`config.mk`:
```
export PLATFORM = sky130hd
export DESIGN_NAME = block_bitmap_allocator
export DESIGN_NICKNAME = d
export VERILOG_FILES = /design/src/rtl/bba_pkg.sv /design/src/rtl/bba_map_mem.sv /design/src/rtl/bba_find.sv /design/src/rtl/block_bitmap_allocator.sv
export SDC_FILE = /design/constraint.sdc
export NUM_CORES = 2
export LEC_CHECK = 0
export BUFFER_PORTS_ARGS = -buffer_cell sky130_fd_sc_hd__buf_2
export CORE_MARGIN = 5
export CORE_UTILIZATION = 54
export CTS_CLUSTER_DIAMETER = 50
export DETAILED_ROUTE_END_ITERATION = 12
export PLACE_DENSITY = 0.7
export SKIP_CTS_REPAIR_TIMING = 1
export SLEW_MARGIN = 10
export SYNTH_ARGS = -nofsm -noshare
export SYNTH_HDL_FRONTEND = slang
export SYNTH_SLANG_ARGS = --single-unit
```
`constraint.sdc`:
```
create_clock -name clk -period 12.9 [get_ports clk]
set_clock_uncertainty 0.05 [all_clocks]
set_input_delay 2.58 -clock clk [delete_from_list [all_inputs] [get_ports clk]]
set_output_delay 2.58 -clock clk [all_outputs]
set_load 0.01 [all_outputs]
```
`src/rtl/bba_pkg.sv`:
```
// Shared types, constants and codes of the block bitmap allocator.
`default_nettype none

package bba_pkg;

  localparam int POOL_SIZE_DEFAULT = 1024;
  localparam int WORD_BITS         = 32;
  localparam int BIT_W             = 5;
  localparam int NUM_W             = 16;
  localparam int FIRST_W           = 10;
  localparam int ENTRIES_W         = 11;
  localparam int CMP_W             = NUM_W + 1;
  localparam int APB_ADDR_W        = 4;
  localparam int APB_DATA_W        = 32;

  localparam logic [ENTRIES_W-1:0] ENTRIES_RESET = ENTRIES_W'(1024);

  typedef logic [WORD_BITS-1:0] word_t;

  typedef enum logic {
    REQ_ALLOC = 1'b0,
    REQ_FREE  = 1'b1
  } req_type_t;

  typedef enum logic [1:0] {
    STATUS_GRANTED = 2'd0,
    STATUS_FULL    = 2'd1,
    STATUS_FREED   = 2'd2,
    STATUS_IGNORED = 2'd3
  } status_t;

  typedef enum logic [1:0] {
    REG_BASE_NUMBER    = 2'd0,
    REG_FIRST_INDEX    = 2'd1,
    REG_ENTRIES_IN_USE = 2'd2
  } reg_idx_t;

  typedef enum logic [2:0] {
    ST_CLEAR,
    ST_IDLE,
    ST_SCAN,
    ST_FREE_RD,
    ST_FREE_WR,
    ST_DONE
  } state_t;

  typedef struct packed {
    req_type_t        req_type;
    logic [NUM_W-1:0] blk_num;
  } req_t;

  typedef struct packed {
    status_t          status;
    logic [NUM_W-1:0] granted_number;
  } rsp_t;

  // Range limits applied to one map word during a scan.
  typedef struct packed {
    logic             lo_en;
    logic [BIT_W-1:0] lo_bit;
    logic             hi_en;
    logic [BIT_W-1:0] hi_bit;
  } scan_mask_t;

endpackage

`default_nettype wire

```
`src/rtl/bba_map_mem.sv`:
```
// Used-bit map storage: one write port and one registered read port.
`default_nettype none

module bba_map_mem #(
  parameter int WORDS = 32,
  parameter int WA_W  = 5
) (
  input  wire logic            clk,
  input  wire logic            rd_en,
  input  wire logic [WA_W-1:0] rd_addr,
  output bba_pkg::word_t       rd_data,
  input  wire logic            wr_en,
  input  wire logic [WA_W-1:0] wr_addr,
  input  wire bba_pkg::word_t  wr_data
);

  bba_pkg::word_t mem [WORDS];

  always_ff @(posedge clk) begin
    if (wr_en) begin
      mem[wr_addr] <= wr_data;
    end
    if (rd_en) begin
      rd_data <= mem[rd_addr];
    end
  end

endmodule

`default_nettype wire

```
`src/rtl/bba_find.sv`:
```
// First-clear-bit finder over one map word with range masking.
`default_nettype none

module bba_find (
  input  wire bba_pkg::word_t            data,
  input  wire bba_pkg::scan_mask_t       mask,
  output logic                           hit,
  output logic [bba_pkg::BIT_W-1:0]      pos,
  output bba_pkg::word_t                 lowest
);

  bba_pkg::word_t free_vec;

  always_comb begin
    for (int b = 0; b < bba_pkg::WORD_BITS; b++) begin
      free_vec[b] = !data[b]
                    && !(mask.lo_en && (bba_pkg::BIT_W'(b) < mask.lo_bit))
                    && !(mask.hi_en && (bba_pkg::BIT_W'(b) > mask.hi_bit));
    end
  end

  // Isolate the lowest free bit, then encode its position.
  assign lowest = free_vec & (~free_vec + bba_pkg::word_t'(1));
  assign hit    = |free_vec;

  always_comb begin
    pos = '0;
    for (int k = 0; k < bba_pkg::BIT_W; k++) begin
      for (int b = 0; b < bba_pkg::WORD_BITS; b++) begin
        if (((b >> k) & 1) == 1) begin
          pos[k] = pos[k] | lowest[b];
        end
      end
    end
  end

endmodule

`default_nettype wire

```
`src/rtl/block_bitmap_allocator.sv`:
```
// Top level of the first-fit block bitmap allocator.
`default_nettype none

// The allocator keeps one used bit per pool entry in a map memory of 32-bit
// words and handles one request transaction at a time. An allocate scans the
// map upward from first_index to the pool size in use, one word per cycle
// through the single read port, marks the first clear entry and returns
// base_number plus its index; with nothing free it returns status full and
// number 0. A free converts its number back to an index and clears that entry
// when first_index <= index < pool size, else it reports the request as
// ignored. An allocate goes from acceptance through the scan to delivery; a
// free inside the range goes through accept, read, write back and deliver,
// and a request answered without touching the map (an allocate on an empty
// range or an ignored free) goes from acceptance straight to delivery.
// After reset the block clears the map one word per cycle and holds
// req_stall high meanwhile; the APB port is usable at once. A finished
// result sits in an output register, so the next request transaction is
// taken while the previous result still waits on rsp_stall; only a result
// that finds that register still occupied holds the sequencer in its
// delivery cycle. Configuration must be written only while no request is
// in progress.
module block_bitmap_allocator #(
  parameter int POOL_SIZE = bba_pkg::POOL_SIZE_DEFAULT
) (
  input  wire logic                          clk,
  input  wire logic                          rst,
  // Request channel
  input  wire logic                          req_valid,
  output logic                               req_stall,
  input  wire bba_pkg::req_t                 req,
  // Result channel
  output logic                               rsp_valid,
  input  wire logic                          rsp_stall,
  output bba_pkg::rsp_t                      rsp,
  // Configuration port
  input  wire logic                          psel,
  input  wire logic                          penable,
  input  wire logic                          pwrite,
  input  wire logic [bba_pkg::APB_ADDR_W-1:0] paddr,
  input  wire logic [bba_pkg::APB_DATA_W-1:0] pwdata,
  output logic [bba_pkg::APB_DATA_W-1:0]     prdata,
  output logic                               pready
);

  localparam int WORDS = (POOL_SIZE + bba_pkg::WORD_BITS - 1) / bba_pkg::WORD_BITS;
  localparam int WA_W  = (WORDS > 1) ? $clog2(WORDS) : 1;
  localparam int LIM_W = $clog2(POOL_SIZE + 1);
  localparam int CW    = (LIM_W > bba_pkg::ENTRIES_W) ? LIM_W : bba_pkg::ENTRIES_W;
  localparam logic [CW-1:0]   POOL_CW   = CW'(POOL_SIZE);
  localparam logic [WA_W-1:0] LAST_ADDR = WA_W'(WORDS - 1);

  // Configuration registers.
  logic [bba_pkg::NUM_W-1:0]     base_number;
  logic [bba_pkg::FIRST_W-1:0]   first_index;
  logic [bba_pkg::ENTRIES_W-1:0] entries_in_use;

  // Control and datapath registers.
  bba_pkg::state_t                state, state_next;
  logic [WA_W-1:0]                clr_word;
  logic [WA_W-1:0]                rd_word;
  logic [WA_W-1:0]                eval_word;
  logic                           data_ok;
  logic [WA_W-1:0]                free_word;
  logic [bba_pkg::BIT_W-1:0]      free_bit;
  bba_pkg::status_t               res_status;
  logic [bba_pkg::NUM_W-1:0]      res_number;

  // Memory port.
  logic            rd_en, wr_en;
  logic [WA_W-1:0] rd_addr, wr_addr;
  bba_pkg::word_t  rd_data, wr_data;

  // Finder.
  bba_pkg::scan_mask_t       mask;
  logic                      hit;
  logic [bba_pkg::BIT_W-1:0] hit_pos;
  bba_pkg::word_t            lowest;

  logic                      cfg_write;
  logic                      req_accept;
  logic                      load_rsp;
  logic [CW-1:0]             ent_cw;
  logic [LIM_W-1:0]          limit;
  logic [LIM_W-1:0]          limit_m1;
  logic [WA_W-1:0]           start_word;
  logic [WA_W-1:0]           last_word;
  logic                      alloc_empty;
  logic [bba_pkg::NUM_W-1:0] free_idx;
  logic                      free_ok;
  logic [WA_W+bba_pkg::BIT_W-1:0] hit_idx;

  // ---------------------------------------------------------------------
  // Configuration port. Writes complete in the access phase; reads are
  // answered from the registers directly.
  // ---------------------------------------------------------------------
  assign pready    = 1'b1;
  assign cfg_write = psel && penable && pwrite && pready;

  always_ff @(posedge clk) begin
    if (rst) begin
      base_number    <= '0;
      first_index    <= '0;
      entries_in_use <= bba_pkg::ENTRIES_RESET;
    end else if (cfg_write) begin
      unique case (bba_pkg::reg_idx_t'(paddr[3:2]))
        bba_pkg::REG_BASE_NUMBER:    base_number    <= pwdata[bba_pkg::NUM_W-1:0];
        bba_pkg::REG_FIRST_INDEX:    first_index    <= pwdata[bba_pkg::FIRST_W-1:0];
        bba_pkg::REG_ENTRIES_IN_USE: entries_in_use <= pwdata[bba_pkg::ENTRIES_W-1:0];
        default: ;
      endcase
    end
  end

  always_comb begin
    unique case (bba_pkg::reg_idx_t'(paddr[3:2]))
      bba_pkg::REG_BASE_NUMBER:    prdata = bba_pkg::APB_DATA_W'(base_number);
      bba_pkg::REG_FIRST_INDEX:    prdata = bba_pkg::APB_DATA_W'(first_index);
      bba_pkg::REG_ENTRIES_IN_USE: prdata = bba_pkg::APB_DATA_W'(entries_in_use);
      default:                     prdata = '0;
    endcase
  end

  // ---------------------------------------------------------------------
  // Pool range. The pool in use is the smaller of entries_in_use and the
  // POOL_SIZE parameter. The scan runs from the word holding first_index to
  // the word holding the last pool entry; edge words are masked bit by bit.
  // ---------------------------------------------------------------------
  assign ent_cw      = CW'(entries_in_use);
  assign limit       = LIM_W'((ent_cw < POOL_CW) ? ent_cw : POOL_CW);
  assign limit_m1    = limit - LIM_W'(1);
  assign start_word  = WA_W'(first_index >> bba_pkg::BIT_W);
  assign last_word   = WA_W'(limit_m1 >> bba_pkg::BIT_W);
  assign alloc_empty = bba_pkg::CMP_W'(first_index) >= bba_pkg::CMP_W'(limit);

  // A free maps its number back to an index with the same 16-bit wrap that
  // the allocation used.
  assign free_idx = req.blk_num - base_number;
  assign free_ok  = (free_idx >= bba_pkg::NUM_W'(first_index))
                    && (bba_pkg::CMP_W'(free_idx) < bba_pkg::CMP_W'(limit));

  assign mask.lo_en  = (eval_word == start_word);
  assign mask.lo_bit = first_index[bba_pkg::BIT_W-1:0];
  assign mask.hi_en  = (eval_word == last_word);
  assign mask.hi_bit = bba_pkg::BIT_W'(limit_m1);

  bba_find u_find (
    .data   (rd_data),
    .mask   (mask),
    .hit    (hit),
    .pos    (hit_pos),
    .lowest (lowest)
  );

  assign hit_idx = {eval_word, hit_pos};

  bba_map_mem #(
    .WORDS (WORDS),
    .WA_W  (WA_W)
  ) u_map_mem (
    .clk     (clk),
    .rd_en   (rd_en),
    .rd_addr (rd_addr),
    .rd_data (rd_data),
    .wr_en   (wr_en),
    .wr_addr (wr_addr),
    .wr_data (wr_data)
  );

  // ---------------------------------------------------------------------
  // Sequencer: next state.
  // ---------------------------------------------------------------------
  always_comb begin
    state_next = state;
    unique case (state)
      bba_pkg::ST_CLEAR: begin
        if (clr_word == LAST_ADDR) begin
          state_next = bba_pkg::ST_IDLE;
        end
      end
      bba_pkg::ST_IDLE: begin
        if (req_valid) begin
          if (req.req_type == bba_pkg::REQ_ALLOC) begin
            state_next = alloc_empty ? bba_pkg::ST_DONE : bba_pkg::ST_SCAN;
          end else begin
            state_next = free_ok ? bba_pkg::ST_FREE_RD : bba_pkg::ST_DONE;
          end
        end
      end
      bba_pkg::ST_SCAN: begin
        if (data_ok && (hit || (eval_word == last_word))) begin
          state_next = bba_pkg::ST_DONE;
        end
      end
      bba_pkg::ST_FREE_RD: state_next = bba_pkg::ST_FREE_WR;
      bba_pkg::ST_FREE_WR: state_next = bba_pkg::ST_DONE;
      bba_pkg::ST_DONE: begin
        if (!rsp_valid || !rsp_stall) begin
          state_next = bba_pkg::ST_IDLE;
        end
      end
      default: state_next = bba_pkg::ST_CLEAR;
    endcase
  end

  // ---------------------------------------------------------------------
  // Sequencer: outputs. The scan issues one read per cycle and judges the
  // word read in the cycle before; a hit writes the word back with its bit
  // set in the same cycle.
  // ---------------------------------------------------------------------
  always_comb begin
    req_stall = 1'b1;
    rd_en     = 1'b0;
    rd_addr   = rd_word;
    wr_en     = 1'b0;
    wr_addr   = eval_word;
    wr_data   = rd_data | lowest;
    load_rsp  = 1'b0;
    unique case (state)
      bba_pkg::ST_CLEAR: begin
        wr_en   = 1'b1;
        wr_addr = clr_word;
        wr_data = '0;
      end
      bba_pkg::ST_IDLE: begin
        req_stall = 1'b0;
      end
      bba_pkg::ST_SCAN: begin
        rd_en = 1'b1;
        wr_en = data_ok && hit;
      end
      bba_pkg::ST_FREE_RD: begin
        rd_en   = 1'b1;
        rd_addr = free_word;
      end
      bba_pkg::ST_FREE_WR: begin
        wr_en   = 1'b1;
        wr_addr = free_word;
        wr_data = rd_data & ~(bba_pkg::word_t'(1) << free_bit);
      end
      bba_pkg::ST_DONE: begin
        load_rsp = !rsp_valid || !rsp_stall;
      end
      default: ;
    endcase
  end

  assign req_accept = req_valid && !req_stall;

  // ---------------------------------------------------------------------
  // Registers.
  // ---------------------------------------------------------------------
  always_ff @(posedge clk) begin
    if (rst) begin
      state     <= bba_pkg::ST_CLEAR;
      clr_word  <= '0;
      data_ok   <= 1'b0;
      rsp_valid <= 1'b0;
    end else begin
      state <= state_next;

      if (state == bba_pkg::ST_CLEAR) begin
        clr_word <= clr_word + WA_W'(1);
      end

      if (req_accept) begin
        data_ok <= 1'b0;
      end else if (state == bba_pkg::ST_SCAN) begin
        data_ok <= 1'b1;
      end

      if (load_rsp) begin
        rsp_valid <= 1'b1;
      end else if (!rsp_stall) begin
        rsp_valid <= 1'b0;
      end
    end
  end

  // Payload registers need no reset.
  always_ff @(posedge clk) begin
    if (req_accept) begin
      rd_word    <= start_word;
      free_word  <= WA_W'(free_idx >> bba_pkg::BIT_W);
      free_bit   <= free_idx[bba_pkg::BIT_W-1:0];
      res_number <= '0;
      if (req.req_type == bba_pkg::REQ_ALLOC) begin
        res_status <= bba_pkg::STATUS_FULL;
      end else if (free_ok) begin
        res_status <= bba_pkg::STATUS_FREED;
      end else begin
        res_status <= bba_pkg::STATUS_IGNORED;
      end
    end

    if (state == bba_pkg::ST_SCAN) begin
      rd_word   <= rd_word + WA_W'(1);
      eval_word <= rd_word;
      if (data_ok && hit) begin
        res_status <= bba_pkg::STATUS_GRANTED;
        res_number <= base_number + bba_pkg::NUM_W'(hit_idx);
      end
    end

    if (load_rsp) begin
      rsp.status         <= res_status;
      rsp.granted_number <= res_number;
    end
  end

  // ---------------------------------------------------------------------
  // Assertions.
  // ---------------------------------------------------------------------
  a_hit_ends_scan: assert property (@(posedge clk) disable iff (rst)
    (state == bba_pkg::ST_SCAN && data_ok && hit) |=> (state == bba_pkg::ST_DONE))
    else $error("scan did not finish after finding a free entry");

  a_no_rw_collision: assert property (@(posedge clk) disable iff (rst)
    (rd_en && wr_en) |-> (rd_addr != wr_addr))
    else $error("map read and write hit the same word in one cycle");

  a_number_only_on_grant: assert property (@(posedge clk) disable iff (rst)
    (rsp_valid && rsp.status != bba_pkg::STATUS_GRANTED) |-> (rsp.granted_number == '0))
    else $error("nonzero number on a result that is not a grant");

  a_write_on_free: assert property (@(posedge clk) disable iff (rst)
    (state == bba_pkg::ST_FREE_RD) |=> (wr_en && wr_addr == $past(free_word)))
    else $error("free did not write back the word it read");

endmodule

`default_nettype wire
```
---- Word-level counts from Yosys, hierarchy flattened ----
Memories as Yosys holds them, arrays and structs flattened. A register that Yosys moved wholly into a read port is not among the register bits.
Index checks and enable logic that the tools add are counted.
word-level totals
  bits in registers ....................... 103
  RAM bits ................................ 1024
  bits of input ports ..................... 60
  memories ................................ 1
operators by class
  add/sub/neg operators ................... 6
  order comparisons ....................... 68
  eq/ne operators ......................... 15
  shift operators ......................... 1
  mux-type cells .......................... 31
  bitwise gates (word level) .............. 80
  reduce and logical (&&, ||, !) cells .... 245
memories
  memory         words  width  rd ports  clocked after memory_dff  write ports  RTL line           RTL
  u_map_mem.mem  32     32     1         1                         1            bba_map_mem.sv:17  bba_pkg::word_t mem [WORDS];
operator list
  cell                                                           count
  logical AND 1 bit                                              134
  logical NOT 1 bit                                              98
  greater-than comparator 5 bit (first input constant)           16
  < comparator 5 bit (first input constant)                      16
  bitwise OR 1 bit                                               75
  AND 32 bit                                                     2
  inverter 32 bit                                                2
  case mux 32 bit (2 select lines)                               1
  two-way mux 16 bit                                             3
  case mux 16 bit (3 select lines)                               1
  greater-than comparator 4 x 5 -> 1 bit (first input constant)  8
  < comparator 4 x 5 -> 1 bit (first input constant)             8
  adder 32 x 1 -> 32 bit (second input constant)                 1
  bitwise OR 32 bit                                              1
  OR reduction 32 bit                                            1
  << shifter 1 x 5 -> 32 bit (first input constant)              1
  two-way mux 3 bit                                              7
  greater-than comparator 3 x 5 -> 1 bit (first input constant)  4
  < comparator 3 x 5 -> 1 bit (first input constant)             4
  case mux 3 bit (6 select lines)                                1
  adder 16 x 10 -> 16 bit                                        1
  >= comparator 16 x 10 -> 1 bit                                 1
  < comparator 16 x 11 -> 1 bit                                  1
  subtractor 16 bit                                              1
  other kinds (30)                                               58

---- Longest topological paths before layout ----
  depth in word-level cells ............... 28
  gate-level depth with buffers ........... 30
  depth with buffers taken out ............ 25

---- Hierarchy ----
A second synthesis with hierarchy kept.
unflattened totals
  cells, all modules ...................... 3409
  area, all modules ....................... 49756.5 um^2
by module, submodules not included
  module                  times used  cells an instance  area each (um^2)
  bba_map_mem             1           2260               40805.4
  block_bitmap_allocator  1           873                7189.4
  bba_find                1           276                1761.7

---- Least setup slack after synthesis ----
Ideal clock, no wire load.
  path kind ............................... input-to-output
  start ................................... input port paddr[2] (netlist name)
  end ..................................... output port prdata[3] (netlist name)
  data arrival time ....................... 3721 ps
  slack ................................... 6549 ps
  stages .................................. 4
  buffers on the path ..................... 2
  cell sequence ........................... clkbuf_1 clkbuf_1 mux2i_1 o21ai_0
between the ends
  word-level cells in the longest chain between the ends .. 2
  elaborated cells on any way between the ends .. 4
  those cells by class .................... 2 x eq/ne; 1 x mux; 1 x reduce/logical
RTL lines
  item                                         RTL line                       RTL
  from (decl)                                  block_bitmap_allocator.sv:39   input wire logic [bba_pkg::APB_ADDR_W-1:0] paddr,
  equality test 2 bit (tied with other cells)  block_bitmap_allocator.sv:115  unique case (bba_pkg::reg_idx_t'(paddr[3:2]))
  case mux 16 bit (3 select lines) *           block_bitmap_allocator.sv:115
  to (decl)                                    block_bitmap_allocator.sv:41   output logic [bba_pkg::APB_DATA_W-1:0] prdata,
Mark *: on every way between the ends. The rest lies on a longest branch, timed or not.

---- Worst setup path in the final report ----
  start ................................... register entries_in_use, in the netlist ent_cw[0]
  end ..................................... register res_number[13] (netlist name)
between the ends
  word-level cells in the longest chain between the ends .. 28
  elaborated cells on any way between the ends .. 215
  those cells by class .................... 3 x add/sub; 33 x order compare; 1 x eq/ne; 3 x mux; 77 x bitwise; 98 x reduce/logical
RTL lines
  item                                                            RTL line                       RTL
  from (decl)                                                     block_bitmap_allocator.sv:55   logic [bba_pkg::ENTRIES_W-1:0] entries_in_use;
  from (signal assigned)                                          block_bitmap_allocator.sv:103  entries_in_use <= bba_pkg::ENTRIES_RESET;
  from (signal assigned)                                          block_bitmap_allocator.sv:108  bba_pkg::REG_ENTRIES_IN_USE: entries_in_use <= pwdata[bba_pkg::ENTRIES_W-1:0];
  < comparator 11 bit                                             block_bitmap_allocator.sv:129  assign limit = LIM_W'((ent_cw < POOL_CW) ? ent_cw : POOL_CW);
  two-way mux 11 bit *                                            block_bitmap_allocator.sv:129
  subtractor 10 x 1 -> 10 bit *                                   block_bitmap_allocator.sv:130  assign limit_m1 = limit - LIM_W'(1);
  greater-than comparator 1 x 5 -> 1 bit (tied with other cells)  bba_find.sv:18                 && !(mask.hi_en && (bba_pkg::BIT_W'(b) > mask.hi_bit));
  logical AND 1 bit                                               bba_find.sv:18
  logical NOT 1 bit                                               bba_find.sv:18
  logical AND 1 bit                                               bba_find.sv:18
  inverter 32 bit                                                 bba_find.sv:23                 assign lowest = free_vec & (~free_vec + bba_pkg::word_t'(1));
  adder 32 x 1 -> 32 bit                                          bba_find.sv:23
  AND 32 bit                                                      bba_find.sv:23
  bitwise OR 1 bit (15 in a row)                                  bba_find.sv:31                 pos[k] = pos[k] | lowest[b];
  adder 16 x 10 -> 16 bit                                         block_bitmap_allocator.sv:300  res_number <= base_number + bba_pkg::NUM_W'(hit_idx);
  two-way mux 16 bit *                                            block_bitmap_allocator.sv:298  if (data_ok && hit) begin
  two-way mux 16 bit *                                            block_bitmap_allocator.sv:295  if (state == bba_pkg::ST_SCAN) begin
  to (signal assigned)                                            block_bitmap_allocator.sv:300
  to (decl)                                                       block_bitmap_allocator.sv:66   logic [bba_pkg::NUM_W-1:0] res_number;
Marked as above.
A chain may end at the register's enable or synchronous reset.

==> run metrics <==
Post-synth top cells=edfxtp_1, nand2_1, a211oi_1; grt met2 use=around two fifths; area delta synth->final=11.2%; Worst EP arrival=a little over 8 ns; Worst Tran Pin Value=between 1 and 1.5 ns; minimum clock period=about 7.7 ns; CTS tree=built; H-tree levels=3; Slew Limit Fails=0; mux share of post-synthesis cell area=less than 1%; capturing element type of the critical path=register; dpl hpwl=between 70000 and 80000 um; CTS Buffer Depth=3; setup TNS=0 ns; Post-synth EDFFs=approximately 1.1k; die span in y=between 300 and 400 um; main combinational cell family by area after synthesis=compound AO/OA/AOI/OAI gates; Fmax=approximately 130 MHz; maximum vdd drop=0.136 mV; Synth async-reset ratio=0%; Yosys top cell by area=edfxtp_1; Cell Pwr Density=134 mW/mm^2; RSZ-0062 raised after global routing=no; Routed WL per cell=24.5 um; Via Count=~34k; Die W=318 um; met3 GRT Util=between 3 and 4%; worst hold path type=register to register; Yosys top cell area share=between 60% and 70%; run status=finished clean; CP startpoint kind=register; area share of fa/ha/maj cells after synthesis=under 10%; Mapped Area=between 0.05 and 0.06 sq mm; Crit Path Max Fanout=22; # setup viols final=0; PortBufs=just under 80; number of nets with antenna violations after routing=0; YS warnings=0; share of cells above drive strength 1=about a tenth; CTS Buf Count=117; drt first pass iters=5; top_reg_cell synth=edfxtp_1; met1 GRT Util=between 30% and 40%; first-pass GRT wire length=197000 um; count leader, synth=edfxtp_1; # diodes=0; CP Data Required Time=13.43 ns; Yosys cell types=92; Ports=113; final WL=approximately 130000 um; CP Class=register to register; Synth Area per Inst=12.5 sq um; total congestion overflow=0; initial antenna violation count=0; sequential area share after synthesis=66.9%; drc violations=0; fin crit share=approximately three fifths; full die area=around 0.10 sq mm; headroom to the max-slew limit=14.9%; Core Footprint=around 0.094 sq mm; Synth Instances=around 4.1k; Initial DRC Count=between 3k and 4k; clock root cell=clkbuf_16; Inst Count DP=5212; largest net degree at the start of global routing=210; Synth Area in XOR/XNOR=less than 1%; Final Hold Viols=0; Final Net Count=approximately 4.2k; complex-gate fraction of the synthesized area=15.5%; Lkg Pwr=between 15 and 20 nW; clock slew at reported path FFs=approximately 0.06 ns; fin cells=around 5.4k; synth top area cells=edfxtp_1, a211oi_1, nand2_1, and2_1, dfxtp_1; fillers=approximately 7.2k; Total GRT Usage=between 20% and 30%; Initial Util=approximately 55%; number of global-route vias before repair=31.9k; vias per cell=6.26; Synth Register Bits=between 1k and 1.5k; worst skew pair latency=around 0.7 ns; clk sinks=between 1k and 1.5k; num rows=between 100 and 150; max cap viols=0; Post-Synth Simple-Gate Area=11.6%; global route hottest layer=met2; Placer Congestion=between 0.9 and 1
-- power breakdown --
part | leakage, nW | switching (W) | internal, W | total [W]
logic | 6.42 | 0.000117 | 0.0000508 | 0.000168
registers | 10.5 | 0.0000184 | 0.00412 | 0.00413
clock network | 1.85 | 0.00142 | 0.00187 | 0.00329
total | 18.8 | 0.00156 | 0.00603 | 0.00759
-- path summary, 6_finish.rpt --
check	start	endpoint	slack, ns	cells past startpoint
max reg2reg	ent_cw[0]$_SDFFE_PP0P_	res_number[13]$_DFF_P_	5.18	25
max	ent_cw[0]$_SDFFE_PP0P_	res_number[13]$_DFF_P_	5.18	25
min	res_status[1]$_DFF_P_	rsp[17]$_DFFE_PP_	0.38	0
min reg2reg	res_status[1]$_DFF_P_	rsp[17]$_DFFE_PP_	0.38	0
-- sequential cells by signal (all words and copies together) (netlist names), 10 cells and up --
signal             count
ent_cw                11
res_number            16
rsp                   18
base_number           16
u_map_mem.mem       1024
first_index           10
u_map_mem.rd_data     32
-- logic make-up (layout without fill, tap and decap cells) --
logic type | Yosys count | count (layout)
compound gates | 1143 | 1143
xor+xnor | 39 | 39
fa+ha+maj | 59 | 59
buf+inv | 368 | 443
flops | 1159 | 1159
mux | 46 | 46
other cells | 2 | 17
simple gates | 1271 | 1271
-- through the flow --
stage                     utilization [%]  power [W]  hold WS, ns  setup slack [ns]  area [sq um]
after floorplan                         -    0.00431        0.358              6.55         51100
after global placement               56.6    0.00438        0.365              5.52         53000
after detailed placement             56.6    0.00438        0.364              5.52         53000
after CTS                            60.6    0.00764        0.379              5.48         56800
after global routing                 60.7    0.00782        0.395              4.70         56800
final                                60.7    0.00759        0.380              5.18         56800
-- layer usage --
metal	up-vias	routed length, um
met2	1369	63300
met4	0	3680
met5	-	0
met3	244	9700
li1	15600	-
met1	16800	56600
-- placed cells by master (no fill, tap or decap), types with 9 or more instances in the layout --
| master | instances |
|---|---|
| a211oi_1 | 361 |
| a21o_1 | 65 |
| a21oi_1 | 189 |
| a311oi_1 | 131 |
| a31oi_1 | 163 |
| and2_1 | 253 |
| buf_2 | 77 |
| buf_4 | 88 |
| bufinv_16 | 9 |
| clkbuf_1 | 20 |
| clkbuf_16 | 117 |
| clkinv_1 | 27 |
| clkinv_2 | 24 |
| conb_1 | 17 |
| dfxtp_1 | 65 |
| edfxtp_1 | 1094 |
| ha_1 | 57 |
| inv_1 | 54 |
| mux2i_1 | 39 |
| nand2_1 | 710 |
| nand2b_1 | 15 |
| nand3_1 | 33 |
| nand4_1 | 28 |
| nor2_1 | 81 |
| nor2_4 | 23 |
| nor2b_1 | 9 |
| nor3_1 | 26 |
| nor3_2 | 10 |
| nor4_1 | 9 |
| o21ai_0 | 91 |
| o21ai_1 | 9 |
| o31ai_1 | 10 |
| or3_1 | 13 |
| xnor2_1 | 28 |
| xor2_1 | 11 |
-- worst max-delay path, cell delays in order (launching register included) --
cell       delay [ns]
dfxtp_1          0.78
nor2b_1          0.64
inv_1            0.20
ha_1             0.55
inv_1            0.16
a2111o_1         0.46
nor3b_1          0.64
o31ai_1          0.22
o2bb2ai_1        0.24
nor3b_1          0.26
buf_4            0.23
nand3_1          0.20
nor2_1           0.42
a21oi_1          0.18
nand4_1          0.19
ha_1             0.26
a21o_1           0.16
a21oi_1          0.21
o21bai_1         0.09
a21o_1           0.22
a21oi_1          0.25
o2111ai_1        0.23
a21oi_1          0.38
nor4_1           0.10
xnor2_1          0.16
mux2i_1          0.09
-- final cells by class --
type / instances / area, sq um / share of cell area [%]
Sequential cell: 1159 / 34200 / 60.1
Inverter: 54 / 203 / 0.357
Multi-Input combinational cell: 2575 / 16000 / 28.1
Tap cell: 1254 / 1570 / 2.76
Clock inverter: 81 / 762 / 1.34
Clock buffer: 138 / 3020 / 5.31
Timing Repair Buffer: 170 / 1150 / 2.02
(Power assumes the default switching activity.)
